==> src/rtl/tea_pkg.sv <==
// Types, constants and the round mixing function for the TEA block cipher.
// No dependencies; used by the interfaces and imported by all rtl modules.
`timescale 1ns / 1ps

package tea_pkg;

  localparam int WORD_W     = 32;
  localparam int RND_W      = 8;   // holds any round count up to 255
  localparam int ROUNDS_W   = 7;   // width of the round_count register
  localparam int CFG_IDX_W  = 3;

  localparam logic [WORD_W-1:0]   TEA_DELTA    = 32'h9E3779B9;
  localparam logic [ROUNDS_W-1:0] ROUNDS_RESET = 7'd32;

  localparam logic MODE_ENC = 1'b0;
  localparam logic MODE_DEC = 1'b1;

  typedef enum logic [CFG_IDX_W-1:0] {
    REG_KEY0   = 3'd0,
    REG_KEY1   = 3'd1,
    REG_KEY2   = 3'd2,
    REG_KEY3   = 3'd3,
    REG_ROUNDS = 3'd4
  } cfg_reg_t;

  typedef struct packed {
    logic [WORD_W-1:0] k0;
    logic [WORD_W-1:0] k1;
    logic [WORD_W-1:0] k2;
    logic [WORD_W-1:0] k3;
  } tea_key_t;

  // One block in flight, with everything a later stage needs.
  typedef struct packed {
    logic              mode;
    logic              last;
    logic [RND_W-1:0]  rounds;
    logic [WORD_W-1:0] sum;
    logic [WORD_W-1:0] v0;
    logic [WORD_W-1:0] v1;
  } tea_item_t;

  function automatic logic [WORD_W-1:0] mix(input logic [WORD_W-1:0] x,
                                            input logic [WORD_W-1:0] sum,
                                            input logic [WORD_W-1:0] ka,
                                            input logic [WORD_W-1:0] kb);
    mix = ((x << 4) + ka) ^ (x + sum) ^ ((x >> 5) + kb);
  endfunction

endpackage

==> src/rtl/tea_half_round.sv <==
// One half of a Feistel cycle: even stages update one word, odd the other.
// Depends on tea_pkg.
`timescale 1ns / 1ps

module tea_half_round #(
  parameter int STAGE = 0
) (
  input  logic               clk,
  input  logic               rst,
  input  logic               en,
  input  tea_pkg::tea_key_t  key,
  input  logic               in_valid,
  input  tea_pkg::tea_item_t in_item,
  output logic               out_valid,
  output tea_pkg::tea_item_t out_item
);
  import tea_pkg::*;

  localparam logic [RND_W-1:0] ROUND_IDX = RND_W'(STAGE / 2);
  localparam bit               ODD       = (STAGE % 2) == 1;

  logic              active;
  logic [WORD_W-1:0] sum_inc;
  tea_item_t         item_next;

  always_comb begin
    active    = in_item.rounds > ROUND_IDX;
    sum_inc   = in_item.sum + TEA_DELTA;
    item_next = in_item;
    if (active) begin
      if (in_item.mode == MODE_ENC) begin
        if (!ODD) begin
          item_next.sum = sum_inc;
          item_next.v0  = in_item.v0 + mix(in_item.v1, sum_inc, key.k0, key.k1);
        end else begin
          item_next.v1  = in_item.v1 + mix(in_item.v0, in_item.sum, key.k2, key.k3);
        end
      end else begin
        if (!ODD) begin
          item_next.v1  = in_item.v1 - mix(in_item.v0, in_item.sum, key.k2, key.k3);
        end else begin
          item_next.v0  = in_item.v0 - mix(in_item.v1, in_item.sum, key.k0, key.k1);
          item_next.sum = in_item.sum - TEA_DELTA;
        end
      end
    end
  end

  always_ff @(posedge clk) begin
    if (rst) begin
      out_valid <= 1'b0;
    end else if (en) begin
      out_valid <= in_valid;
    end
  end

  always_ff @(posedge clk) begin
    if (en) begin
      out_item <= item_next;
    end
  end

endmodule

==> config.mk <==
export PLATFORM = sky130hd
export DESIGN_NAME = tea_half_round
export DESIGN_NICKNAME = d
export VERILOG_FILES = /design/src/rtl/tea_pkg.sv /design/src/rtl/tea_half_round.sv
export SDC_FILE = /design/constraint.sdc
export NUM_CORES = 1
export LEC_CHECK = 0
export BUFFER_PORTS_ARGS = -buffer_cell sky130_fd_sc_hd__buf_2
export CAP_MARGIN = 20
export CORE_ASPECT_RATIO = 0.7
export CORE_UTILIZATION = 60
export CTS_BUF_LIST = sky130_fd_sc_hd__clkbuf_4 sky130_fd_sc_hd__clkbuf_8 sky130_fd_sc_hd__clkbuf_16
export DETAILED_ROUTE_END_ITERATION = 8
export GPL_TIMING_DRIVEN = 0
export PLACE_DENSITY = 0.86
export SETUP_SLACK_MARGIN = 0.3
export SYNTH_ARGS = -nofsm -noshare
export SYNTH_HDL_FRONTEND = slang
export SYNTH_SLANG_ARGS = --single-unit
export TNS_END_PERCENT = 1
==> constraint.sdc <==
create_clock -name clk -period 16.05 [get_ports clk]
set_input_delay 0.8025 -clock clk [delete_from_list [all_inputs] [get_ports clk]]
set_output_delay 0.8025 -clock clk [all_outputs]
set_load 0.02 [all_outputs]
==> results.toml <==
[yosys]
synthAdderAreaFrac_pct = 18.7
synth_seq_cells = 107
yosys.area_share.simple_pct = 13.6
synth_area_per_cell_sq_um = 8.47
netlist_area_sq_um = 17100
synth_xor_area_share_pct = 21.6
synth_area_leaders = "edfxtp_1, ha_1, xnor2_1"
synth_area_leader_cell = "edfxtp_1"
post-synth-top-count-cell = "xnor2_1"
synth_flop_cell = "edfxtp_1"
synth.distinct_cells = 79
yosysWarnings = 0
yosys.area.top_type_share_pct = 18.6
synth-edff-count = 106
syn_inst = 2016
muxShareOfSynthArea_pct = 0.190
synth-seq-area-share_pct = 18.8
synth_compound_gate_area_share_pct = 25.5
syn-num-nets = 2504
synthArstFlopShare_pct = 0
synthTopCellsByCount = "xnor2_1, ha_1, nand2_1"
synth_top_family_by_area = "compound AO/OA/AOI/OAI gates"

[critical_path]
crit_type = "primary input to flop"
r2r_cells = 2
reg2reg_slack_ns = 15.45
crit_fanout = 9
cp-end-kind = "flop"
start_kind = "primary input"
cp_data_required_time_ns = 16.18
path_depth = 26
cpPeakStageDelay_ns = 0.78
cp_top_family = "compound AO/OA/AOI/OAI gates"
critical_path_arrival_ns = 7.89
critical_path.slowest_cell = "a2111oi_0"
crit_buf_inv = 2

[sta]
setup_viol = 0
timing.final.crit_period_ns = 7.77
tns_ns = 0
rsz0062_at_grt = "no"
hold_slack_ns = 0.540
worst_slew_pin_slew_ns = 0.876
min_period_over_period_pct = 48.4
slew_viol_final = 0
finalHoldViolCount = 0
fmax_mhz = 129
relSlewSlack_pct = 40.1
clock_skew_ns = 0

[placement]
dp.final_hpwl_um = 49900
portBuffers = 344
gp_congestion = 0.970
dp_cells = 2733

[clock_network]
cts_root_buf = "clkbuf_16"
htree_num_levels = 3
clock_latency_ns = 0.38
clockBufferDepth = 2
cts_tree = "yes"
postCtsHoldBufs = 0
post_cts_buffers = 0
cts_resized = 0
clk_pin_slew_worst_paths_ns = 0.09
numCtsBuffers = 9
clock_sinks = 107

[global_route]
grt_max_degree = 74
antenna_found_initial = 1
grt_pass1_wl_um = 87800
grt_pass1_vias = 16000
overflow = 0
grt_usage_pct = 39.7

[floorplan]
initial_utilization_pct = 61.2
core_sq_um = 27900
die_area_sq_um = 29200
dieHeight_um = 143
rows = 51
io_pins = 345
die_w_um = 204

[cells_and_area]
syn2layout_area_growth_pct = 14.9
drive_above_1_share_pct = 16.4
nNetsFinal = 2861
utilization_pct = 70.4
layoutNonFillerInstCount = 2750

[route]
antenna_left = 0
drc = 0
wire_per_inst_um = 21.7
drt_pass1_iterations = 5
num_vias = 17400
drt_wl_total_um = 59700
drt_iter0_drc = 1780
viasPerCell = 6.32

[job]
maxCapViolCount = 0

[power]
worst_ir_drop_vdd_mv = 0.0614
total_power_mw = 2.72
power_density_nw_per_um2 = 139
leakage_nw = 8.99

[status]
status = "complete, no violations"

[worst_hold_path]
hold_class = "flop to flop"
holdPathStages = 2
-- stage by stage --
stage	cell area, sq um	worst slack [ns]
floorplan	17100	9.71
global placement	19300	8.47
detailed placement	19300	8.27
CTS	19600	8.62
global route	19600	7.92
finish	19600	8.28
-- registers in the layout, indices dropped and copies added (netlist names) --
signal / flops
out_item: 106
out_valid: 1
-- metal layers --
| layer | part of all wire [%] | track usage, % | up-vias | wire length, um |
|---|---|---|---|---|
| li1 | - | - | 8163 | - |
| met1 | 44 | 57.5 | 8076 | 26000 |
| met2 | 40 | 57.3 | 1044 | 24100 |
| met3 | 14 | 10.3 | 108 | 8200 |
| met4 | 2.4 | 11.2 | 0 | 1440 |
| met5 | 0 | 0 | - | 0 |
-- power breakdown --
group          internal, mW  leakage (nW)  total, mW  switching (mW)
logic                 0.819          7.79       2.04            1.22
clock network         0.126         0.158      0.251           0.125
registers             0.412          1.04      0.429          0.0169
-- worst reg2reg max path, cell delays in order, from the launching register on --
cell and delay (ns):
dfxtp_1 0.33, mux2i_1 0.12, nor2_1 0.06
-- layout make-up --
type	count	area, sq um
inverter	50	188
antenna	1	2.50
clock buffer	9	225
clock inverter	7	93.8
sequential	107	3200
buffer	27	103
fill	2276	8260
timing repair buffer	346	1760
multi-input combinational	1832	13600
tap	371	464
-- layout by cell type, fill, tap and decap left out, types with 7 or more instances in the layout --
cell type  Yosys  routed
a211oi_1      16      16
a21o_1       138     138
a21oi_1      191     191
a31oi_1       26      26
and2_1        12      12
and3_1        21      21
buf_2          1     344
clkbuf_1      25      25
clkbuf_16      0       9
edfxtp_1     106     106
fa_1           8       8
ha_1         242     242
inv_1         50      50
nand2_1      195     195
nand2b_1      20      20
nand3_1       37      37
nand4_1       15      15
nor2_1        98      98
nor2b_1       11      11
nor3_1        34      34
nor4_1        14      14
o211ai_1      12      12
o21a_1        33      33
o21ai_0      139     139
o21ai_1        7       7
o21bai_1      32      32
o31ai_1       10      10
or3_1          8       8
xnor2_1      317     317
xor2_1        92      92
-- logic make-up (layout without fill, tap and decap cells) --
family	after synthesis	count (layout)
AOI/OAI and AO/OA	672	672
and+or+nand+nor	493	493
xor gates and xnor gates	414	414
adders and majority gates	250	250
DFF	107	107
buffers and inverters	77	439
muxes	3	3
other	0	1
-- worst paths after layout --
path,startpoint,to
worst min register to register,out_valid,out_valid
worst min-delay path,out_valid,out_valid
worst max register to register,out_valid,out_valid
worst max-delay path,in_item[65],out_item[63]
Note: power is estimated with default switching activity, not from simulation.
