[src/rtl/tea_pkg.sv]
// Types, constants and the round mixing function for the TEA block cipher.
// No dependencies; used by the interfaces and imported by all rtl modules.
`timescale 1ns / 1ps

package tea_pkg;

  localparam int WORD_W     = 32;
  localparam int RND_W      = 8;   // holds any round count up to 255
  localparam int ROUNDS_W   = 7;   // width of the round_count register
  localparam int CFG_IDX_W  = 3;

  localparam logic [WORD_W-1:0]   TEA_DELTA    = 32'h9E3779B9;
  localparam logic [ROUNDS_W-1:0] ROUNDS_RESET = 7'd32;

  localparam logic MODE_ENC = 1'b0;
  localparam logic MODE_DEC = 1'b1;

  typedef enum logic [CFG_IDX_W-1:0] {
    REG_KEY0   = 3'd0,
    REG_KEY1   = 3'd1,
    REG_KEY2   = 3'd2,
    REG_KEY3   = 3'd3,
    REG_ROUNDS = 3'd4
  } cfg_reg_t;

  typedef struct packed {
    logic [WORD_W-1:0] k0;
    logic [WORD_W-1:0] k1;
    logic [WORD_W-1:0] k2;
    logic [WORD_W-1:0] k3;
  } tea_key_t;

  // One block in flight, with everything a later stage needs.
  typedef struct packed {
    logic              mode;
    logic              last;
    logic [RND_W-1:0]  rounds;
    logic [WORD_W-1:0] sum;
    logic [WORD_W-1:0] v0;
    logic [WORD_W-1:0] v1;
  } tea_item_t;

  function automatic logic [WORD_W-1:0] mix(input logic [WORD_W-1:0] x,
                                            input logic [WORD_W-1:0] sum,
                                            input logic [WORD_W-1:0] ka,
                                            input logic [WORD_W-1:0] kb);
    mix = ((x << 4) + ka) ^ (x + sum) ^ ((x >> 5) + kb);
  endfunction

endpackage

[src/rtl/tea_if.sv]


interface tea_cfg_if;
  logic                         valid;
  logic                         ready;
  logic [tea_pkg::CFG_IDX_W-1:0] index;
  logic [tea_pkg::WORD_W-1:0]    data;

  modport source(output valid, index, data, input ready);
  modport sink(input valid, index, data, output ready);
endinterface

[src/rtl/tea_cfg_regs.sv]
// Key and round count registers written through the config channel.
// Depends on tea_pkg and tea_cfg_if.
`timescale 1ns / 1ps

module tea_cfg_regs (
  input  logic                              clk,
  input  logic                              rst,
  tea_cfg_if.sink                           cfg,
  output tea_pkg::tea_key_t                 key,
  output logic [tea_pkg::ROUNDS_W-1:0]      round_count
);
  import tea_pkg::*;

  assign cfg.ready = 1'b1;

  always_ff @(posedge clk) begin
    if (rst) begin
      key         <= '0;
      round_count <= ROUNDS_RESET;
    end else if (cfg.valid) begin
      unique case (cfg_reg_t'(cfg.index))
        REG_KEY0:   key.k0 <= cfg.data;
        REG_KEY1:   key.k1 <= cfg.data;
        REG_KEY2:   key.k2 <= cfg.data;
        REG_KEY3:   key.k3 <= cfg.data;
        REG_ROUNDS: round_count <= cfg.data[ROUNDS_W-1:0];
        default: ;  // unmapped index, write dropped
      endcase
    end
  end

endmodule

[src/flat_wrapper.sv]
// flat-port wrapper written by rule: the top's interface ports become plain ports
module tea_cfg_regs_flat import tea_pkg::*;
  (clk, rst, key, round_count, cfg_valid, cfg_index, cfg_data, cfg_ready);
  tea_cfg_if cfg_i ();
  input  logic clk;
  input  logic rst;
  output tea_pkg::tea_key_t key;
  output logic [tea_pkg::ROUNDS_W-1:0] round_count;
  input wire logic [$bits(cfg_i.valid)-1:0] cfg_valid;
  input wire logic [$bits(cfg_i.index)-1:0] cfg_index;
  input wire logic [$bits(cfg_i.data)-1:0] cfg_data;
  output wire logic [$bits(cfg_i.ready)-1:0] cfg_ready;
  assign cfg_i.valid = cfg_valid;
  assign cfg_i.index = cfg_index;
  assign cfg_i.data = cfg_data;
  assign cfg_ready = cfg_i.ready;
  tea_cfg_regs u_core (.clk(clk), .rst(rst), .cfg(cfg_i), .key(key), .round_count(round_count));
endmodule
[config.mk]
export PLATFORM = sky130hd
export DESIGN_NAME = tea_cfg_regs_flat
export DESIGN_NICKNAME = d
export VERILOG_FILES = /design/src/rtl/tea_pkg.sv /design/src/rtl/tea_if.sv /design/src/rtl/tea_cfg_regs.sv /design/src/flat_wrapper.sv
export SDC_FILE = /design/constraint.sdc
export NUM_CORES = 1
export LEC_CHECK = 0
export ABC_AREA = 1
export BUFFER_PORTS_ARGS = -buffer_cell sky130_fd_sc_hd__buf_2
export CAP_MARGIN = 15
export CORE_ASPECT_RATIO = 0.75
export CORE_MARGIN = 5
export CORE_UTILIZATION = 56
export CTS_BUF_LIST = sky130_fd_sc_hd__clkbuf_8
export CTS_CLUSTER_DIAMETER = 100
export DETAILED_ROUTE_END_ITERATION = 10
export GPL_TIMING_DRIVEN = 0
export MAX_ROUTING_LAYER = met4
export PLACE_DENSITY_LB_ADDON = 0.15
export SYNTH_ARGS = -nofsm -noshare
export SYNTH_HDL_FRONTEND = slang
export SYNTH_SLANG_ARGS = --single-unit
[constraint.sdc]
create_clock -name clk -period 1.7 [get_ports clk]
set_input_delay 0.085 -clock clk [delete_from_list [all_inputs] [get_ports clk]]
set_output_delay 0.085 -clock clk [all_outputs]
set_load 0.02 [all_outputs]
==> summary.txt, run 1 <==
Status
  – Status: complete, no violations

Floorplan
  – Die area: 11,700 um2
  – Die width: 123 um
  – Row Count: 31
  – # IOs: between 150 and 200
  – Die Span Y: 94.9 um
  – Std-Cell Core Area: between 9000 and 10,000 um2
  – Initial core utilization: 56.6%

Timing
  – Fmax: 927 MHz
  – Relative slew slack: between 60 and 70%
  – Minimum clock period: 1.08 ns
  – Worst hold slack: 0.0368 ns
  – Setup_tns: 0 ns
  – Final Hold Fails: 0
  – Setup Skew: 0 ns
  – Worst-margin pin slew: 0.537 ns
  – RSZ-0062 raised after global routing: no
  – Period utilization: between 60% and 70%
  – Max Slew Vio Count: 0
  – Endpoints failing setup: 0

Route
  – Drt via density: 5.00
  – Final wirelength: 16,000 um
  – Total iterations of the first detailed-routing run: 5
  – DRC Markers: 0
  – Final ANT Viol Nets: 0
  – Initial DRC Count: between 400 and 500
  – WL/cell: between 10 and 15 um
  – Vias: ~5,600

Global route
  – Largest net degree at the start of global routing: 17
  – Grt total ovfl: 0
  – Vias in the first global route: 5,111
  – Initial antenna violation count: 0
  – Global-route wire length before repair: 24,700 um
  – Global Route Usage Sum: between 20 and 30%

Finish
  – Syn-to-layout area delta: 27.2%
  – Ant diodes: 0
  – Commonest non-fill, non-tap cells in the layout: nor2_1 (271), buf_2 (210), nand2_1 (141), nand3_1 (135), dfxtp_1 (135)
  – Area taken by multi-input logic gates: ~2300 um2
  – Register area: 2700 um2
  – Filler cell count: 853
  – Share of layout cells above drive strength 1: 25.5%
  – Most common cell after layout, fill and taps aside: nor2_1
  – Fin nets: 1,013

Worst setup path
  – Worst path depth: 1
  – FF-to-FF path depth: 2
  – Cell family with the largest share of critical-path delay: flip-flops
  – CP required: around 1.6 ns
  – Worst-path maximum fanout: 2
  – CP Capture Type: primary output
  – Critical path cell sequence: buf_2
  – WP buf/inv: 1
  – Kind of critical path: reg -> out
  – Crit-path slowest cell: dfxtp_1
  – Critical Path AT: approximately 0.99 ns
  – Crit path launch type: register
  – Largest stage delay on the critical path: ~0.38 ns

Clocking
  – # H-tree levels: 4
  – Clock Latency Late Sink: between 0.4 and 0.5 ns
  – Clk root buf: clkbuf_8
  – CTS Hold Bufs: 1
  – Clk buf depth: 2
  – Worst-path clk slew: 0.07 ns
  – Clk sink count: 135
  – Post-cts gate resize count: 0
  – # Post-CTS Setup Buffers: 0
  – TritonCTS buffer count: 17
  – CTS tree: built

Synthesis
  – Synth area leaders: dfxtp_1 (50%), nor2_1 (19%), nand3_1 (13%), nand2_1 (9.8%), buf_2 (3.5%)
  – Synth area leader: dfxtp_1
  – Yosys top cell area share: around half
  – Cell variety after synth: 12
  – Sequential fraction of the synthesis area: 50.2%
  – Synth warn: 0
  – Syn_area_per_cell: 6.87 um2
  – Area of the mapped netlist: 5380 um2
  – FF+latch count, synth: approximately 140
  – Syn Nets: 821
  – Mapped Cells: 783

Place
  – Final HPWL DP: 11,700 um
  – Routability Congestion: about 0.91
  – Number of buffers added on ports: approximately 170

Power
  – VDD IR max: 0.750 mV
  – PwrDens: 1040 nW/um2
  – Leakage power: 3.58 nW

Hold path
  – Worst hold path class: in -> reg
  – Hold Path Depth: 5

Job
  – Max Cap Viol: 0
cell type report:
cell class	instances	area share (%)
clock inverter	11	2.25
clock buffer	20	4.02
timing repair buffer	173	12.7
tap	132	2.41
buffer	54	3.87
inverter	39	2.14
multi-input combinational	555	33.1
sequential	135	39.5
stage by stage:
stage | area (um2) | setup WS [ns] | power, W | utilization [%] | cells
after floorplan | 5380 | 0.862 | 0.00396 | - | 783
after global placement | 6410 | 0.455 | 0.00424 | 67.4 | 1087
after detailed placement | 6410 | 0.455 | 0.00425 | 67.4 | 1087
after CTS | 6850 | 0.619 | 0.00709 | 72.1 | 1119
after global routing | 6850 | 0.574 | 0.00734 | 72.1 | 1119
final | 6850 | 0.621 | 0.00711 | 72.1 | 1119
layer usage:
metal / vias up / GRT usage (%) / routed length [um]
li1: 2800 / - / -
met1: 2514 / 37.4 / 7120
met2: 262 / 41.8 / 7130
met3: 22 / 7.90 / 1580
met4: 0 / 8.20 / 204
met5: - / - / 0
flip-flops by register name, indices dropped and copies added (netlist names):
name	count
u_core.key	128
u_core.round_count	7
report_power, final:
part	switching [W]	internal (W)	total (W)
clock network	0.00122	0.00169	0.00291
registers	0.0000570	0.00327	0.00333
logic	0.000596	0.000273	0.000869
logic make-up after synthesis:
group           count (synthesis)  synth area share (%)
flops                         135                  50.2
other cells                     1                0.0697
simple gates                  553                  42.0
buf+inv                        93                  7.65
compound gates                  1                0.0929
final timing paths:
| path | end | slack (ns) | from |
|---|---|---|---|
| worst max-delay path | key[66] | 0.62 | u_core.key[66]$_SDFFE_PP0P_ |
| worst min-delay path | u_core.key[31]$_SDFFE_PP0P_ | 0.04 | cfg_data[31] |
| worst max register to register | u_core.key[67]$_SDFFE_PP0P_ | 1.06 | u_core.key[67]$_SDFFE_PP0P_ |
| worst min register to register | u_core.key[115]$_SDFFE_PP0P_ | 0.48 | u_core.key[115]$_SDFFE_PP0P_ |
synthesized netlist by cell type, drive strengths merged:
master and n:
nor2 277, nand2 141, dfxtp 135, nand3 135
buf 54, inv 39, conb 1, o21ai 1
(Power assumes the default switching activity.)
==> inputs of run 2 (changes only) <==
- CORE_UTILIZATION: 56 -> 47
- clock period: 1.7 -> 0.9 ns (I/O delays scaled with it)
==> run 2 against run 1 <==
The flow now finishes with violations (negative setup slack); die area increased by 17%; sequential share of layout area fell by 4.3 points; core utilization increased by 1.8 points; flip-flop and latch count is the same; final area up 19%; largest power group unchanged; clock-buffer cell count is 2 lower.
==> summary.txt, run 2 (synthesis gave the netlist of run 1 again) <==
Status
  – Status: finished with violations
  – Failing checks: negative setup slack

Worst setup path
  – CP Capture Type: primary output
  – Crit-path slowest cell: dfxtp_2
  – R2R Path End: u_core.key[70]$_SDFFE_PP0P_
  – WP buf/inv: 1 (unchanged)
  – Worst-path maximum fanout: 2 (unchanged)
  – Critical path cell sequence: buf_6
  – Worst flop-to-flop path startpoint: u_core.key[70]$_SDFFE_PP0P_
  – Crit path launch type: register
  – Largest stage delay on the critical path: 0.37 ns (about the same)
  – FF-to-FF path depth: 3 (+1)
  – Critical Path AT: 0.94 ns (-0.05 ns)
  – Cell family with the largest share of critical-path delay: flip-flops
  – Kind of critical path: reg -> out
  – Reg-to-reg slack, setup: 0.18 ns (-0.88 ns)
  – CP required: 0.85 ns (-0.77 ns)

Timing
  – Final WS setup: -0.0816 ns (-0.703 ns)
  – Setup Skew: 0 ns (unchanged)
  – RSZ-0062 raised after global routing: yes
  – Fmax: 1020 MHz
  – Max Slew Vio Count: 0 (unchanged)
  – Relative slew slack: 63.2% (-0.97 points)
  – Final Hold Fails: 0 (unchanged)
  – Worst hold slack: 0.0161 ns (-0.0207 ns)
  – Period utilization: 109%
  – Worst-margin pin slew: 0.552 ns (+0.0145 ns)
  – Minimum clock period: 0.982 ns
  – Endpoints failing setup: 135 (+135)

Global route
  – Vias in the first global route: 5,491 (+7.4%)
  – Global-route wire length before repair: 27,700 um (+12%)
  – Global Route Usage Sum: 26.6% (-1.5 points)
  – Grt total ovfl: 0 (unchanged)
  – Largest net degree at the start of global routing: 17 (unchanged)
  – Initial antenna violation count: 0 (unchanged)

Hold path
  – Min-Delay Startpoint: cfg_data[10]
  – Hold Path Sink: u_core.key[42]$_SDFFE_PP0P_
  – Hold Path Depth: 5 (unchanged)
  – Worst hold path class: in -> reg

Floorplan
  – Die width: 134 um (+8.4%)
  – Die area: 13,700 um2 (+17%)
  – Std-Cell Core Area: 11,100 um2 (+16%)
  – Initial core utilization: 48.6% (-8.0 points)
  – Row Count: 33 (+6.5%)
  – # IOs: 174 (unchanged)
  – Die Span Y: 103 um (+8.2%)

Place
  – DP Worst Slack: -0.404 ns (-0.859 ns)
  – Final HPWL DP: 12,400 um (+6.0%)
  – Routability Congestion: 0.861 (-5.6%)
  – Number of buffers added on ports: 172 (unchanged)

Route
  – Final wirelength: 17,900 um (+11%)
  – Vias: 5,804 (+3.7%)
  – Drt via density: 5.01 (+0.19%)
  – WL/cell: 15.4 um (+7.6%)
  – Final ANT Viol Nets: 0 (unchanged)
  – DRC Markers: 0 (unchanged)
  – Total iterations of the first detailed-routing run: 5 (unchanged)
  – Initial DRC Count: 398 (-15%)

Finish
  – Max reg flops: 128 (unchanged)
  – Syn-to-layout area delta: 51.8%
  – Fin nets: 1,043 (+3.0%)
  – Ant diodes: 0 (unchanged)
  – Largest Register: u_core.key
  – Share of layout cells above drive strength 1: 39.2% (+14 points)
  – Most common cell after layout, fill and taps aside: nor2_1
  – Commonest non-fill, non-tap cells in the layout: nor2_1 (271), nand2_1 (141), nand3_1 (135), buf_6 (135), dfxtp_2 (135)
  – Top flop regs: u_core.key (128), u_core.round_count (7)

Clocking
  – # H-tree levels: 4 (unchanged)
  – Worst-path clk slew: 0.07 ns (about the same)
  – Clk root buf: clkbuf_8
  – Clock Latency Late Sink: 0.45 ns (+0.02 ns)
  – Clk sink count: 135 (unchanged)
  – Clk buf depth: 2 (unchanged)
  – TritonCTS buffer count: 17 (unchanged)
  – CTS tree: built

Power
  – Leakage power: 3.86 nW (+8.0%)
  – VDD IR max: 1.08 mV (+44%)
  – PwrDens: 1710 nW/um2 (+65%)

Job
  – Max Cap Viol: 0 (unchanged)
-- run 2: cell types whose count changed in the layout (fill, tap and decap cells not counted), moves of 3 or more --
cell	delta
buf_2	-135
buf_4	+8
clkinv_2	-5
clkinvlp_4	+4
clkinv_4	+3
buf_6	+135
dfxtp_1	-135
dlygate4sd3_1	+22
dfxtp_2	+135
-- run 2: power by group --
part / switching, W / total (W) / internal (W)
Combinational: 0.00116 / 0.00199 / 0.000829
Sequential: 0.000159 / 0.00638 / 0.00622
Clock: 0.00253 / 0.00564 / 0.00311
-- run 2: worst max path at each step --
stage / to / startpoint / depth (start not counted) / slack, ns
6_report: key[11] / u_core.key[11]$_SDFFE_PP0P_ / 1 / -0.08
3_3_place_gp: u_core.key[52]$_SDFFE_PP0P_ / rst / 6 / -0.38
2_1_floorplan: u_core.key[108]$_SDFFE_PP0P_ / cfg_index[0] / 6 / 0.10
3_5_place_dp: u_core.key[51]$_SDFFE_PP0P_ / rst / 6 / -0.40
4_1_cts: key[82] / u_core.key[82]$_SDFFE_PP0P_ / 1 / -0.09
5_1_grt: key[11] / u_core.key[11]$_SDFFE_PP0P_ / 1 / -0.11
-- run 2: cell type report --
class                   count  area (um2)
inverters                  39         146
repair buffers            203        2000
multi-input cells         555        2270
well taps                 140         175
clock inverters            14         199
plain buffers              54         268
fillers                   895        2890
clock buffers              18         248
flip-flops and latches    135        2870
-- run 2: routing by layer --
metal,vias to the layer above,GRT usage (%),part of all wire [%]
met5,-,-,0
met4,0,10.3,2.3
met2,245,41.3,45
met1,2660,34.0,44
met3,36,6.44,8.2
li1,2863,-,-
-- run 2: what timing repair did --
action                                  in CTS  in global routing
hold buffers                                23                  0
endpoints found under the setup margin     135                139
cloned                                       0                  0
hold endpoints to repair                    55                  0
buffers inserted                             4                  4
gates resized for setup                    405                  2
-- run 2: per-stage QoR --
stage,setup TNS (ns),power [W],util (%),instance area (um2),cells
after floorplan,0,0.00747,-,5380,783
after global placement,-32.10,0.00803,58.0,6420,1095
after detailed placement,-33.21,0.00805,58.0,6420,1095
after CTS,-8.76,0.0140,73.6,8140,1154
after global routing,-11.27,0.0145,73.8,8170,1158
final,-7.31,0.0140,73.8,8170,1158
==> inputs of run 3 (changes only) <==
- CORE_UTILIZATION: 47 -> 46
- CTS_BUF_LIST: sky130_fd_sc_hd__clkbuf_8 -> default
==> run 3 against run 2 <==
The run still ends with negative setup slack left; via count down 2.8%; worst hold slack gained 0.017 ns; clock power increased by 23%; non-clock buffer count is 24 lower; combinational power down 4%; final area decreased by 0.80%; critical path type unchanged.
==> summary.txt, run 3 (synthesis gave the netlist of run 1 again) <==
Floorplan
  – Initial core utilization: 46.7% (-2.0 points)
  – Row Count: 34 (+3.0%)
  – Std-Cell Core Area: 11,500 um2 (+4.2%)
  – Die area: 14,000 um2 (+2.0%)
  – # IOs: 174 (unchanged)
  – Die width: 135 um (+1.0%)
  – Die Span Y: 104 um (+0.97%)

Route
  – Initial DRC Count: 352 (-12%)
  – Vias: 5,644 (-2.8%)
  – DRC Markers: 0 (unchanged)
  – Final wirelength: 17,700 um (-0.90%)
  – WL/cell: 15.3 um (-0.64%)
  – Drt via density: 4.89 (-2.5%)
  – Total iterations of the first detailed-routing run: 6 (+1)
  – Final ANT Viol Nets: 0 (unchanged)

Status
  – Status: finished with violations
  – Failing checks: negative setup slack

Clocking
  – Clock Latency Late Sink: 0.41 ns (-0.04 ns)
  – # H-tree levels: 4 (unchanged)
  – Worst-path clk slew: 0.06 ns (about the same)
  – CTS tree: built
  – Clk root buf: clkbuf_16
  – Clk sink count: 135 (unchanged)
  – Clk buf depth: 2 (unchanged)
  – TritonCTS buffer count: 17 (unchanged)

Finish
  – Share of layout cells above drive strength 1: 40.0% (+0.79 points)
  – Largest Register: u_core.key
  – Filler cell count: 1,003 (+12%)
  – Syn-to-layout area delta: 50.6%
  – Max reg flops: 128 (unchanged)
  – Most common cell after layout, fill and taps aside: nor2_1
  – Commonest non-fill, non-tap cells in the layout: nor2_1 (271), nand2_1 (141), nand3_1 (135), buf_6 (135), dfxtp_2 (135)
  – Fin nets: 1,019 (-2.3%)
  – Ant diodes: 0 (unchanged)
  – Top flop regs: u_core.key (128), u_core.round_count (7)
  – Fin util: 70.3% (-3.5 points)

Power
  – Leakage power: 3.83 nW (-0.77%)
  – VDD IR max: 1.38 mV (+28%)
  – PwrDens: 1880 nW/um2 (+9.6%)
  – Overall Power: 0.0152 W (+8.8%)

Worst setup path
  – Worst-path maximum fanout: 2 (unchanged)
  – Worst Setup SP: u_core.key[31]$_SDFFE_PP0P_
  – Worst flop-to-flop path startpoint: u_core.key[4]$_SDFFE_PP0P_
  – FF-to-FF path depth: 3 (unchanged)
  – Cell family with the largest share of critical-path delay: flip-flops
  – Critical path cell sequence: buf_6
  – CP Capture Type: primary output
  – Crit path launch type: register
  – R2R Path End: u_core.key[4]$_SDFFE_PP0P_
  – Critical Path AT: 0.89 ns (-0.05 ns)
  – Worst path depth: 1 (unchanged)
  – Crit-path slowest cell: dfxtp_2
  – Kind of critical path: reg -> out
  – WP buf/inv: 1 (unchanged)
  – Worst setup endpoint: key[31]
  – Largest stage delay on the critical path: 0.35 ns (-0.02 ns)
  – CP required: 0.85 ns (about the same)
  – Reg-to-reg slack, setup: 0.17 ns (about the same)

Place
  – Final HPWL DP: 12,400 um (-0.21%)
  – Number of buffers added on ports: 172 (unchanged)
  – Routability Congestion: 0.846 (-1.7%)

Global route
  – Global-route wire length before repair: 28,600 um (+3.2%)
  – Global Route Usage Sum: 26.1% (-0.46 points)
  – Initial antenna violation count: 0 (unchanged)
  – Largest net degree at the start of global routing: 17 (unchanged)
  – Vias in the first global route: 5,500 (+0.16%)
  – Grt total ovfl: 0 (unchanged)

Timing
  – Minimum clock period: 0.933 ns (-0.0488 ns)
  – RSZ-0062 raised after global routing: yes
  – Final WS setup: -0.0328 ns (+0.0488 ns)
  – Worst hold slack: 0.0331 ns (+0.0169 ns)
  – Endpoints failing setup: 112 (-17%)
  – Setup_tns: -1.09 ns (+6.22 ns)
  – Relative slew slack: 64.1% (+0.86 points)
  – Setup Skew: 0 ns (unchanged)
  – Max Slew Vio Count: 0 (unchanged)
  – Fmax: 1070 MHz (+5.2%)
  – Final Hold Fails: 0 (unchanged)
  – Worst-margin pin slew: 0.539 ns (-0.0129 ns)
  – Period utilization: 104% (-5.4 points)

Hold path
  – Min-Delay Startpoint: cfg_valid
  – Worst hold path class: in -> reg

Job
  – Max Cap Viol: 0 (unchanged)
==> run 3: what timing repair did <==
item / in CTS / in global routing
hold endpoints to repair: 1 / 0
buffers inserted: 3 / 3
setup endpoints to repair: 136 / 165
hold buffers: 1 / 0
gates resized for setup: 406 / 3
==> run 3: where the power goes <==
group	leakage (nW)	switching [W]	internal, W
logic	2.39	0.00115	0.000764
clock network	0.278	0.00261	0.00432
registers	1.16	0.000162	0.00623
total	3.83	0.00392	0.0113
==> run 3: stage by stage <==
stage               setup WS, ns  std cells  cell area (um2)
global route             -0.0578       1155             8110
detailed placement        -0.393       1117             6450
CTS                      -0.0351       1152             8080
global placement          -0.371       1117             6450
floorplan                  0.102        783             5380
finish                   -0.0328       1155             8110
==> run 3: worst min-delay path by stage <==
stage                                                    end  slack (ns)  cells past startpoint
after floorplan           u_core.round_count[5]$_SDFFE_PP1P_        0.17                      2
after global placement    u_core.round_count[5]$_SDFFE_PP1P_        0.30                      3
after detailed placement  u_core.round_count[5]$_SDFFE_PP1P_        0.31                      3
after CTS                 u_core.round_count[5]$_SDFFE_PP1P_       0.009                      4
after global routing             u_core.key[43]$_SDFFE_PP0P_        0.03                      5
final                     u_core.round_count[5]$_SDFFE_PP1P_        0.03                      4
==> run 3: layout make-up <==
cell class / count / area (um2) / share of cell area, %
Clock buffer: 18 / 429 / 5.29
Clock inverter: 13 / 158 / 1.94
Inverter: 39 / 146 / 1.81
Timing Repair Buffer: 179 / 1760 / 21.7
Buffer: 54 / 270 / 3.33
Sequential cell: 135 / 2870 / 35.4
Tap cell: 162 / 203 / 2.50
Multi-Input combinational cell: 555 / 2270 / 28.0
==> run 3: worst min-delay path: stages <==
cell and delay, ns:
buf_2 0.12, nand2_1 0.09, o21ai_0 0.10, nand3_1 0.06
==> run 3: routing by layer <==
| layer | part of all wire [%] | up-vias | wire length [um] | global-route usage [%] |
|---|---|---|---|---|
| li1 | - | 2813 | - | - |
| met1 | 46 | 2609 | 8120 | 34.5 |
| met2 | 46 | 207 | 8160 | 40.8 |
| met3 | 7.3 | 15 | 1290 | 6.69 |
| met4 | 0.73 | 0 | 129 | 5.60 |
| met5 | 0 | - | 0 | - |
