<file path="config.mk">
export PLATFORM = sky130hd
export DESIGN_NAME = tea_entry_flat
export DESIGN_NICKNAME = d
export VERILOG_FILES = /design/src/rtl/tea_pkg.sv /design/src/rtl/tea_if.sv /design/src/rtl/tea_entry.sv /design/src/flat_wrapper.sv
export SDC_FILE = /design/constraint.sdc
export NUM_CORES = 1
export LEC_CHECK = 0
export BUFFER_PORTS_ARGS = -buffer_cell sky130_fd_sc_hd__buf_2
export CELL_PAD_IN_SITES_DETAIL_PLACEMENT = 1
export CELL_PAD_IN_SITES_GLOBAL_PLACEMENT = 2
export CORE_ASPECT_RATIO = 1.4
export CORE_MARGIN = 8
export CORE_UTILIZATION = 25
export CTS_CLUSTER_SIZE = 30
export DETAILED_ROUTE_END_ITERATION = 10
export GPL_TIMING_DRIVEN = 1
export PLACE_DENSITY_LB_ADDON = 0.1
export SYNTH_ARGS = -nofsm -noshare
export SYNTH_HDL_FRONTEND = slang
export SYNTH_SLANG_ARGS = --single-unit
</file>
<file path="constraint.sdc">
create_clock -name clk -period 5.4 [get_ports clk]
set_clock_uncertainty 0.2 [all_clocks]
set_input_delay 0.27 -clock clk [delete_from_list [all_inputs] [get_ports clk]]
set_output_delay 0.27 -clock clk [all_outputs]
set_load 0.02 [all_outputs]
</file>
<file path="src/rtl/tea_pkg.sv">
// Types, constants and the round mixing function for the TEA block cipher.
// No dependencies; used by the interfaces and imported by all rtl modules.
`timescale 1ns / 1ps

package tea_pkg;

  localparam int WORD_W     = 32;
  localparam int RND_W      = 8;   // holds any round count up to 255
  localparam int ROUNDS_W   = 7;   // width of the round_count register
  localparam int CFG_IDX_W  = 3;

  localparam logic [WORD_W-1:0]   TEA_DELTA    = 32'h9E3779B9;
  localparam logic [ROUNDS_W-1:0] ROUNDS_RESET = 7'd32;

  localparam logic MODE_ENC = 1'b0;
  localparam logic MODE_DEC = 1'b1;

  typedef enum logic [CFG_IDX_W-1:0] {
    REG_KEY0   = 3'd0,
    REG_KEY1   = 3'd1,
    REG_KEY2   = 3'd2,
    REG_KEY3   = 3'd3,
    REG_ROUNDS = 3'd4
  } cfg_reg_t;

  typedef struct packed {
    logic [WORD_W-1:0] k0;
    logic [WORD_W-1:0] k1;
    logic [WORD_W-1:0] k2;
    logic [WORD_W-1:0] k3;
  } tea_key_t;

  // One block in flight, with everything a later stage needs.
  typedef struct packed {
    logic              mode;
    logic              last;
    logic [RND_W-1:0]  rounds;
    logic [WORD_W-1:0] sum;
    logic [WORD_W-1:0] v0;
    logic [WORD_W-1:0] v1;
  } tea_item_t;

  function automatic logic [WORD_W-1:0] mix(input logic [WORD_W-1:0] x,
                                            input logic [WORD_W-1:0] sum,
                                            input logic [WORD_W-1:0] ka,
                                            input logic [WORD_W-1:0] kb);
    mix = ((x << 4) + ka) ^ (x + sum) ^ ((x >> 5) + kb);
  endfunction

endpackage

</file>
<file path="src/rtl/tea_if.sv">
// Valid/ready channel interfaces: block input, block result, config write.
// Depends on tea_pkg for widths.
`timescale 1ns / 1ps

interface tea_in_if;
  logic                      valid;
  logic                      ready;
  logic                      mode;
  logic [tea_pkg::WORD_W-1:0] text_low;
  logic [tea_pkg::WORD_W-1:0] text_high;
  logic                      last_block;

  modport source(output valid, mode, text_low, text_high, last_block, input ready);
  modport sink(input valid, mode, text_low, text_high, last_block, output ready);
endinterface


</file>
<file path="src/rtl/tea_entry.sv">
// Entry stage: clamps the round count and sets the starting sum per block.
// Depends on tea_pkg and tea_in_if.
`timescale 1ns / 1ps

module tea_entry #(
  parameter int MAX_ROUNDS = 64
) (
  input  logic                          clk,
  input  logic                          rst,
  input  logic                          en,
  tea_in_if.sink                        in_ch,
  input  logic [tea_pkg::ROUNDS_W-1:0]  round_count,
  output logic                          out_valid,
  output tea_pkg::tea_item_t            out_item
);
  import tea_pkg::*;

  localparam logic [RND_W-1:0] MAX_N = RND_W'(MAX_ROUNDS);

  logic [RND_W-1:0]  n_cfg;
  logic [RND_W-1:0]  n_eff;
  logic [WORD_W-1:0] dec_sum;
  tea_item_t         item_next;

  assign in_ch.ready = en;

  always_comb begin
    n_cfg   = RND_W'(round_count);
    n_eff   = (n_cfg > MAX_N) ? MAX_N : n_cfg;
    // decryption runs the sums backwards from delta * n
    dec_sum = WORD_W'(TEA_DELTA * WORD_W'(n_eff));
    item_next.mode   = in_ch.mode;
    item_next.last   = in_ch.last_block;
    item_next.rounds = n_eff;
    item_next.sum    = (in_ch.mode == MODE_DEC) ? dec_sum : '0;
    item_next.v0     = in_ch.text_low;
    item_next.v1     = in_ch.text_high;
  end

  always_ff @(posedge clk) begin
    if (rst) begin
      out_valid <= 1'b0;
    end else if (en) begin
      out_valid <= in_ch.valid;
    end
  end

  always_ff @(posedge clk) begin
    if (en) begin
      out_item <= item_next;
    end
  end

endmodule

</file>
<file path="src/flat_wrapper.sv">
// flat-port wrapper written by rule: the top's interface ports become plain ports
module tea_entry_flat import tea_pkg::*;
#(
  parameter int MAX_ROUNDS = 64
)
  (clk, rst, en, round_count, out_valid, out_item, in_ch_valid, in_ch_mode, in_ch_text_low, in_ch_text_high, in_ch_last_block, in_ch_ready);
  tea_in_if in_ch_i ();
  input  logic clk;
  input  logic rst;
  input  logic en;
  input  logic [tea_pkg::ROUNDS_W-1:0] round_count;
  output logic out_valid;
  output tea_pkg::tea_item_t out_item;
  input wire logic [$bits(in_ch_i.valid)-1:0] in_ch_valid;
  input wire logic [$bits(in_ch_i.mode)-1:0] in_ch_mode;
  input wire logic [$bits(in_ch_i.text_low)-1:0] in_ch_text_low;
  input wire logic [$bits(in_ch_i.text_high)-1:0] in_ch_text_high;
  input wire logic [$bits(in_ch_i.last_block)-1:0] in_ch_last_block;
  output wire logic [$bits(in_ch_i.ready)-1:0] in_ch_ready;
  assign in_ch_i.valid = in_ch_valid;
  assign in_ch_i.mode = in_ch_mode;
  assign in_ch_i.text_low = in_ch_text_low;
  assign in_ch_i.text_high = in_ch_text_high;
  assign in_ch_i.last_block = in_ch_last_block;
  assign in_ch_ready = in_ch_i.ready;
  tea_entry #(.MAX_ROUNDS(MAX_ROUNDS)) u_core (.clk(clk), .rst(rst), .en(en), .in_ch(in_ch_i), .round_count(round_count), .out_valid(out_valid), .out_item(out_item));
endmodule
</file>
==> results of run 1 <==
## cell families after synthesis
group | count (synthesis) | synth area share
AO/OA/AOI/OAI | 104 | 0.104
XOR/XNOR | 18 | 0.0232
adder cells (fa/ha/maj) | 108 | 0.246
flip-flops | 106 | 0.468
multiplexers | 10 | 0.0148
other | 2 | 0.00111
buffers and inverters | 105 | 0.0603
AND/OR/NAND/NOR | 113 | 0.0835
## worst paths after layout
kind / start / end / slack [ps] / cells after the start
worst max-delay path: round_count[6] / u_core.out_item[91] / 410 / 16
worst max register to register: u_core.out_valid / u_core.out_valid / 4000 / 3
worst min-delay path: round_count[6] / u_core.out_item[102] / 60 / 1
worst min register to register: u_core.out_valid / u_core.out_valid / 910 / 3
## metal layers
metal | wire length, um | track usage
met5 | 0 | 0
met4 | 638 | 0.0594
met3 | 1300 | 0.0305
met2 | 11700 | 0.257
met1 | 9110 | 0.150
## worst max-delay path, stage by stage
cell	delay, ps
buf_2	200
nand2b_1	280
inv_1	160
ha_1	410
ha_1	350
inv_1	70
fa_1	500
inv_1	80
fa_1	510
ha_1	440
a21oi_1	310
o31ai_1	160
a211oi_1	290
nand3_1	330
a211oi_1	370
mux2i_1	230
## placed cells by master (no fill, tap or decap), drive strengths merged, types with 13 or more instances in the layout
cell type and n:
a21o 13, a21oi 29, buf 196, dlygate4sd3 67, edfxtp 105, fa 42, ha 66, inv 90
nand2 32, nor2 31, o21ai 18, xnor2 13
## cell type report
type,count,area share
inverter,88,0.0360
sequential,106,0.346
multi-input combinational,356,0.350
timing repair buffer,263,0.184
tap,365,0.0498
clock buffer,11,0.0254
clock inverter,5,0.00941
## state kept, by name, indices dropped and copies added (netlist names)
signal / count
u_core.out_item: 105
u_core.out_valid: 1
## through the flow
stage,hold WS (ps),worst slack [ps]
6_report,64.2,409
5_1_grt,54.3,127
3_3_place_gp,231,3.46
4_1_cts,35.4,387
2_1_floorplan,142,832
3_5_place_dp,245,-10.8
## where the power goes
part / total, mW / switching, mW / leakage (nW) / internal [mW]
combinational: 1.72 / 1.07 / 3.06 / 0.654
clock: 0.722 / 0.310 / 0.155 / 0.412
sequential: 1.08 / 0.0277 / 1.03 / 1.05
==> impl_metrics.csv, run 1 <==
group,metric,value,unit
worst_setup_path,critPathRequiredTime,5400,ps
finish,finalNetCount,1009,
finish,n_antenna_cell,0,
sta,fmax,200,MHz
finish,area_growth,35.2,%
sta,layout_min_cycle_time,4990,ps
clock_tree,clk_latency,350,ps
synth,synth_top_flop_cell,"edfxtp_1",
sta,finalMaxSlewViolations,0,
placement,globalplace.congestion,0.870,
routing,viasPerCell,4.39,
placement,dp.cells,1111,
pwr,power.total,3.52,mW
flow_run,max-cap-violations,0,
routing,drt_iter0_drc,139,
clock_tree,htree_levels,3,
routing,drt-total-wl,22700,um
synth,yosys_warnings,0,
clock_tree,cts_setup_buffers,0,
routing,dr_total_vias,5244,
synth,synth_edf_count,105,
min_path,hold_class,"in2reg",
synth,yosysMostFrequentCell,"edfxtp_1",
worst_setup_path,path_max_fanout,12,
clock_tree,cts-resized-gates,0,
grt,grt_start_max_net_pins,55,
outcome,outcome,"completed",
floorplanning,placementRows,71,
synth,ys_ff_latch,106,
floorplanning,initial_core_util,0.253,
routing,firstDrtPassIters,4,
finish,fin_cells,1194,
pwr,ir_worst_vdd,0.164,mV
pwr,power.density,384,nW/um^2
synth,syn_inst,566,
routing,final_antenna_net_count,0,
sta,period_share,0.924,
synth,synth_top_cell_by_area,"edfxtp_1",
worst_setup_path,path_class,"in2reg",
finish,fillCellCount,3028,
grt,grt_usage,0.139,
finish,fin_util,0.342,
clock_tree,numCtsBuffers,9,
worst_setup_path,cp_data_arrival_time,4990,ps
sta,tightestPinTransition,807,ps
sta,fin_tns_setup,0,ps
routing,drcViolationCount,0,
grt,grt_pass1_wl,34500,um
grt,grt-ovfl-total,0,
worst_setup_path,start_kind,"primary input",
finish,ff_latch_area,3170,um^2
finish,multi_input_area,3210,um^2
clock_tree,cts_root_buf,"clkbuf_16",
clock_tree,clk_pin_slew_worst_paths,80,ps
placement,dp_hpwl,18200,um
floorplanning,ioPinCount,185,
synth,ys_seq_area_frac,0.468,
finish,final_area,9170,um^2
sta,setup_viol,0,
pwr,leakagePower,4.24,nW
grt,grt_pass1_vias,5791,
synth,synth_area,6790,um^2
clock_tree,cts_hold_buffers,67,
synth,synth_common_cells,"edfxtp_1 (105), inv_1 (88), ha_1 (66), fa_1 (42), nand2_1 (32)",
placement,port_buffers,183,
placement,placed_area,8180,um^2
synth,ys_top_cells_by_area,"edfxtp_1 (46%), fa_1 (12%), ha_1 (12%)",
grt,antenna_found_initial,0,
synth,syn_area_per_cell,12.0,um^2
worst_setup_path,end_kind,"flip-flop",
synth,synth.top_cell.area_share,0.465,
floorplanning,die-area,32700,um^2
clock_tree,clock_sinks,106,
routing,drt-wirelength-per-cell,19.0,um
floorplanning,coreArea,26800,um^2
floorplanning,die_w,155,um
synth,async_flop_share,0,
synth,yosys.cell_types.count,53,
finish,drive_above_1_share,0.261,
sta,hold_viol,0,
clock_tree,cts_buffer_depth,2,
sta,grt_setup_unrepaired,"false",
sta,slew_headroom,0.462,
clock_tree,cts_tree,"yes",
floorplanning,dieHeight,211,um
No activity file was read; power rests on OpenSTA's default activity.
==> run 2: changes to the inputs <==
--- a/config.mk
+++ b/config.mk
@@ -5,6 +5,7 @@
 export SDC_FILE = /design/constraint.sdc
 export NUM_CORES = 1
 export LEC_CHECK = 0
+export ABC_AREA = 1
 export BUFFER_PORTS_ARGS = -buffer_cell sky130_fd_sc_hd__buf_2
 export CELL_PAD_IN_SITES_DETAIL_PLACEMENT = 1
 export CELL_PAD_IN_SITES_GLOBAL_PLACEMENT = 2
@@ -18,3 +19,4 @@
 export SYNTH_ARGS = -nofsm -noshare
 export SYNTH_HDL_FRONTEND = slang
 export SYNTH_SLANG_ARGS = --single-unit
+export TNS_END_PERCENT = 20
==> run 2 against run 1 <==
  * Combinational power up 4%
  * Highest routed layer unchanged
  * Clock power down 11%
  * Final cell count up 16%
  * Core utilization down 0.56 points
  * Sequential cell count unchanged
  * Sequential power about the same
  * Worst setup slack better by 280 ps
  * Total power down 0.57%
==> impl_metrics.csv, run 2 <==
group,metric,value,unit
outcome,outcome,"completed",
clock_tree,clk_latency,350,ps
clock_tree,clock_sinks,106,
worst_setup_path,critPathRequiredTime,5320,ps
sta,hold_viol,0,
clock_tree,cts-resized-gates,0,
synth,synth_area,7160,um^2
worst_setup_path,slowest_stage,"fa_1",
floorplanning,die_w,159,um
finish,drive_above_1_share,0.238,
synth,async_flop_share,0,
clock_tree,cts_root_buf,"clkbuf_16",
finish,mostFrequentLayoutCells,"buf_2 (182), nand2_1 (161), inv_1 (158)",
finish,finalNetCount,1191,
finish,layout_commonest_cell,"buf_2",
floorplanning,die-area,34400,um^2
pwr,power.total,3.50,mW
sta,fin_tns_setup,0,ps
floorplanning,initial_core_util,0.253,
worst_setup_path,end_kind,"flip-flop",
routing,firstDrtPassIters,4,
clock_tree,numCtsBuffers,9,
synth,ys_ff_latch,106,
synth,synth.top_cell.area_share,0.440,
grt,grt_usage,0.151,
placement,dp.cells,1303,
grt,antenna_found_initial,0,
synth,synth_top_cell_by_area,"edfxtp_1",
grt,grt_pass1_wl,39600,um
sta,finalMaxSlewViolations,0,
sta,tightestPinTransition,775,ps
grt,grt-ovfl-total,0,
placement,port_buffers,183,
synth,ys_seq_area_frac,0.443,
finish,largest_reg_flops,105,
floorplanning,coreArea,28300,um^2
grt,grt_pass1_vias,6580,
clock_tree,cts_buffer_depth,2,
worst_setup_path,path_class,"in2reg",
worst_setup_path,cp_top_family,"adder cells",
finish,n_antenna_cell,0,
finish,biggestRegsByFlops,"u_core.out_item: 105 flops, u_core.out_valid: 1 flops",
synth,synth_common_cells,"nand2_1 (161), inv_1 (158), edfxtp_1 (105), ha_1 (66), nor2_1 (59)",
flow_run,max-cap-violations,0,
sta,worst_slack,687,ps
worst_setup_path,start_kind,"primary input",
synth,yosysMostFrequentCell,"nand2_1",
clock_tree,cts_hold_buffers,67,
pwr,leakagePower,4.74,nW
sta,grt_setup_unrepaired,"false",
pwr,ir_worst_vdd,0.133,mV
sta,fmax,212,MHz
synth,yosys.cell_types.count,35,
floorplanning,ioPinCount,185,
clock_tree,htree_levels,3,
sta,layout_min_cycle_time,4710,ps
grt,grt_start_max_net_pins,58,
finish,regMostFlops,"u_core.out_item",
placement,globalplace.congestion,0.824,
synth,synth_top_flop_cell,"edfxtp_1",
finish,area_growth,32.9,%
min_path,hold_class,"in2reg",
worst_setup_path,cp_data_arrival_time,4630,ps
sta,hold_ws,90.0,ps
synth,syn_area_per_cell,9.63,um^2
sta,slew_headroom,0.484,
synth,yosys_warnings,0,
finish,fin_cells,1386,
routing,drcViolationCount,0,
worst_setup_path,cp_slowest_stage_delay,580,ps
routing,drt-wirelength-per-cell,18.4,um
placement,dp_hpwl,20800,um
routing,drt_iter0_drc,205,
floorplanning,dieHeight,216,um
worst_setup_path,worstPathCellList,"buf_2 -> nor2_1 -> inv_1 -> fa_1 -> inv_1 -> fa_1 -> inv_1 -> fa_1 -> inv_1 -> fa_1 -> ha_1 -> nand2_1 -> nor2_1 -> nand2_1 -> inv_1 -> nand4_1 -> nand2_1 -> nand2_1 -> nand2_1 -> nor2_1",
placement,dp_slack,288,ps
routing,viasPerCell,4.24,
clock_tree,cts_tree,"yes",
synth,synth_edf_count,105,
routing,final_antenna_net_count,0,
routing,drt-total-wl,25400,um
clock_tree,cts_setup_buffers,0,
worst_setup_path,path_max_fanout,13,
pwr,power.density,368,nW/um^2
worst_setup_path,critPathBufInv,6,
synth,syn_inst,744,
clock_tree,clk_pin_slew_worst_paths,80,ps
sta,setup_viol,0,
routing,dr_total_vias,5879,
synth,ys_top_cells_by_area,"edfxtp_1 (44%), fa_1 (12%), ha_1 (12%)",
sta,period_share,0.873,
floorplanning,placementRows,73,
[run 2: cell types whose count changed after synthesis, sizes merged, moves of 6 or more]
cell and delta:
a211oi -9, a21o -12, a21oi +6, clkbuf -8
inv +75, mux2i -9, nand2 +140, nand2b -12
nand3 +32, nor2 +34, o21ai -7, xnor2 -10
[run 2: area by class of cell]
type | count | area (um^2)
Fill cell | 3334 | 18800
Multi-Input combinational cell | 466 | 3320
Sequential cell | 106 | 3170
Timing Repair Buffer | 260 | 1660
Inverter | 163 | 612
Tap cell | 375 | 469
Clock buffer | 10 | 229
Clock inverter | 6 | 50.0
[run 2: final timing paths]
kind	start	to	slack, ps	cells past startpoint
worst max register to register	u_core.out_valid	u_core.out_valid	4030	3
worst min-delay path	round_count[6]	u_core.out_item[102]	90	1
worst max-delay path	round_count[6]	u_core.out_item[86]	690	20
worst min register to register	u_core.out_valid	u_core.out_valid	880	3
[run 2: logic make-up (layout without fill, tap and decap cells)]
group | count (synthesis) | count (layout) | synth area share
AO/OA/AOI/OAI | 60 | 60 | 0.0487
flip-flops | 106 | 106 | 0.443
other | 2 | 3 | 0.00105
buffers and inverters | 173 | 439 | 0.0934
multiplexers | 1 | 1 | 0.00140
XOR/XNOR | 3 | 3 | 0.00367
adder cells (fa/ha/maj) | 108 | 108 | 0.233
AND/OR/NAND/NOR | 291 | 291 | 0.176
[run 2: per-layer routing]
layer,routed length [um],up-vias,global-route usage
met3,1070,15,0.0302
met4,422,0,0.0419
met2,13400,161,0.288
met1,10500,2823,0.165
met5,0,-,0
li1,-,2880,-
[run 2: report_power, final]
group	switching (mW)	total [mW]	internal [mW]
clock	0.322	0.641	0.319
combinational	1.20	1.79	0.594
sequential	0.0293	1.07	1.04
total	1.55	3.50	1.96
[run 2: metrics by stage]
stage | cell area, um^2 | utilization
6_report | 9520 | 0.336
5_1_grt | 9520 | 0.336
4_1_cts | 9520 | 0.336
3_3_place_gp | 8570 | 0.303
3_5_place_dp | 8570 | 0.303
2_1_floorplan | 7170 | -
==> run 3: changes to the inputs <==
--- a/config.mk
+++ b/config.mk
@@ -15,8 +15,7 @@
 export CTS_CLUSTER_SIZE = 30
 export DETAILED_ROUTE_END_ITERATION = 10
 export GPL_TIMING_DRIVEN = 1
-export PLACE_DENSITY_LB_ADDON = 0.1
+export PLACE_DENSITY = 0.74
 export SYNTH_ARGS = -nofsm -noshare
 export SYNTH_HDL_FRONTEND = slang
 export SYNTH_SLANG_ARGS = --single-unit
-export TNS_END_PERCENT = 20
==> constraint.sdc (replaced) <==
create_clock -name clk -period 4.33 [get_ports clk]
set_clock_uncertainty 0.2 [all_clocks]
set_input_delay 0.2165 -clock clk [delete_from_list [all_inputs] [get_ports clk]]
set_output_delay 0.2165 -clock clk [all_outputs]
set_load 0.02 [all_outputs]
==> run 3 against run 2 <==
  * Core utilization up 3.7 points
  * First-iteration DRC count down 25%
  * Clock power up 44%
  * Final cell count up 7.6%
  * Sequential power up 24%
  * Largest cell class unchanged
  * Sequential cell count unchanged
==> impl_metrics.csv, run 3 (same netlist as run 2, synthesis figures left out) <==
group,metric,value,unit
clock_tree,cts_root_buf,"clkbuf_16",
floorplanning,coreArea,28300,um^2
worst_setup_path,path_class,"in2reg",
worst_setup_path,cp_data_arrival_time,4080,ps
clock_tree,numCtsBuffers,9,
worst_setup_path,reg2reg_slack,3000,ps
sta,slew_headroom,0.596,
grt,grt_busiest_layer,"met2",
flow_run,max-cap-violations,0,
pwr,leakagePower,5.30,nW
sta,grt_setup_unrepaired,"true",
finish,mostFrequentLayoutCells,"buf_2 (182), inv_1 (154), nand2_1 (154)",
worst_setup_path,reg2regPathDepth,3,
floorplanning,die_w,159,um
routing,drcViolationCount,0,
finish,finalNetCount,1296,
routing,firstDrtPassIters,4,
floorplanning,dieHeight,216,um
routing,drt_iter0_drc,153,
placement,dp_hpwl,19700,um
grt,grt_pass1_wl,38400,um
finish,largest_reg_flops,105,
sta,finalMaxSlewViolations,0,
finish,layout_commonest_cell,"buf_2",
routing,drt-wirelength-per-cell,16.5,um
clock_tree,clock_sinks,106,
clock_tree,htree_levels,3,
placement,placed_area,9330,um^2
clock_tree,clk_pin_slew_worst_paths,70,ps
grt,grt_pass1_vias,7016,
sta,layout_min_cycle_time,4160,ps
finish,drive_above_1_share,0.349,
sta,fmax,240,MHz
placement,port_buffers,183,
min_path,min_path_cells,1,
clock_tree,clk_latency,360,ps
pwr,power.density,483,nW/um^2
clock_tree,cts_tree,"yes",
finish,biggestRegsByFlops,"u_core.out_item: 105 flops, u_core.out_valid: 1 flops",
floorplanning,ioPinCount,185,
routing,viasPerCell,4.23,
grt,antenna_found_initial,0,
grt,grt_start_max_net_pins,45,
pwr,power.total,5.10,mW
worst_setup_path,end_kind,"flip-flop",
worst_setup_path,path_max_fanout,5,
sta,tightestPinTransition,606,ps
grt,grt_use_met1,0.146,
sta,setup_viol,0,
finish,area_growth,47.5,%
worst_setup_path,critPathRequiredTime,4250,ps
worst_setup_path,start_kind,"primary input",
sta,hold_ws,166,ps
finish,n_antenna_cell,0,
min_path,hold_class,"in2reg",
sta,period_share,0.960,
routing,final_antenna_net_count,0,
finish,final_area,10600,um^2
routing,dr_total_vias,6309,
placement,globalplace.congestion,0.908,
floorplanning,die-area,34400,um^2
grt,grt_usage,0.143,
routing,drt-total-wl,24500,um
outcome,outcome,"completed",
grt,gr-usage-met3,0.0266,
finish,regMostFlops,"u_core.out_item",
floorplanning,placementRows,73,
sta,hold_viol,0,
clock_tree,cts_buffer_depth,2,
pwr,ir_worst_vdd,0.178,mV
floorplanning,initial_core_util,0.253,
grt,grt-ovfl-total,0,
grt,grtUsageMet2,0.280,
==> run 3: changes by cell type in the layout (fill, tap and decap cells not counted), sizes merged <==
cell,delta
bufinv,+2
clkinvlp,-2
buf,+105
==> run 3: what timing repair did <==
item,4_1_cts,5_1_grt
buffers inserted,0,4
pin swaps,0,17
resized for setup,5,49
cloned,0,0
hold endpoints to repair,66,0
hold buffers,67,0
setup endpoints to repair,5,19
==> run 3: power by group <==
part | internal (mW) | total [mW] | switching (mW)
combinational | 1.19 | 2.85 | 1.66
clock | 0.517 | 0.921 | 0.404
sequential | 1.30 | 1.33 | 0.0347
==> run 3: final cells by class <==
cell class,count,area (um^2)
well taps,375,469
fillers,3325,17800
repair buffers,365,2450
clock buffers,10,229
clock inverters,6,98.8
multi-input cells,466,3530
flip-flops and latches,106,3170
inverters,163,612
==> run 3: final timing paths <==
check | from | end
max reg2reg | u_core.out_valid | u_core.out_valid
min reg2reg | u_core.out_valid | u_core.out_valid
max | round_count[1] | u_core.out_item[88]
min | en | u_core.out_item[15]
==> run 3: metal layers <==
metal | vias up | routed length [um]
met5 | - | 0
met2 | 156 | 13300
met3 | 38 | 893
li1 | 3090 | -
met4 | 0 | 897
met1 | 3025 | 9440
==> run 3: critical path: stages <==
cell and delay (ps):
buf_2 100, buf_4 120, inv_1 40, nor2_1 50
buf_4 150, ha_1 430, fa_1 570, inv_1 50
fa_1 510, inv_1 50, fa_1 450, ha_1 390
nand2_1 150, inv_1 100, nand2_2 90, nor3_4 160
nand3_1 160, nand3_1 130, nand2_1 60, inv_1 60
nor2_2 40
==> run 3: stage by stage <==
stage          setup TNS (ps)  worst slack [ps]  cells  utilization
4_1_cts                     0              30.9   1487        0.365
3_5_place_dp            -7500              -552   1404        0.330
2_1_floorplan               0              17.8    745            -
3_3_place_gp            -5430              -432   1404        0.330
5_1_grt                  -140             -42.3   1491        0.373
6_report                    0               171   1491        0.373
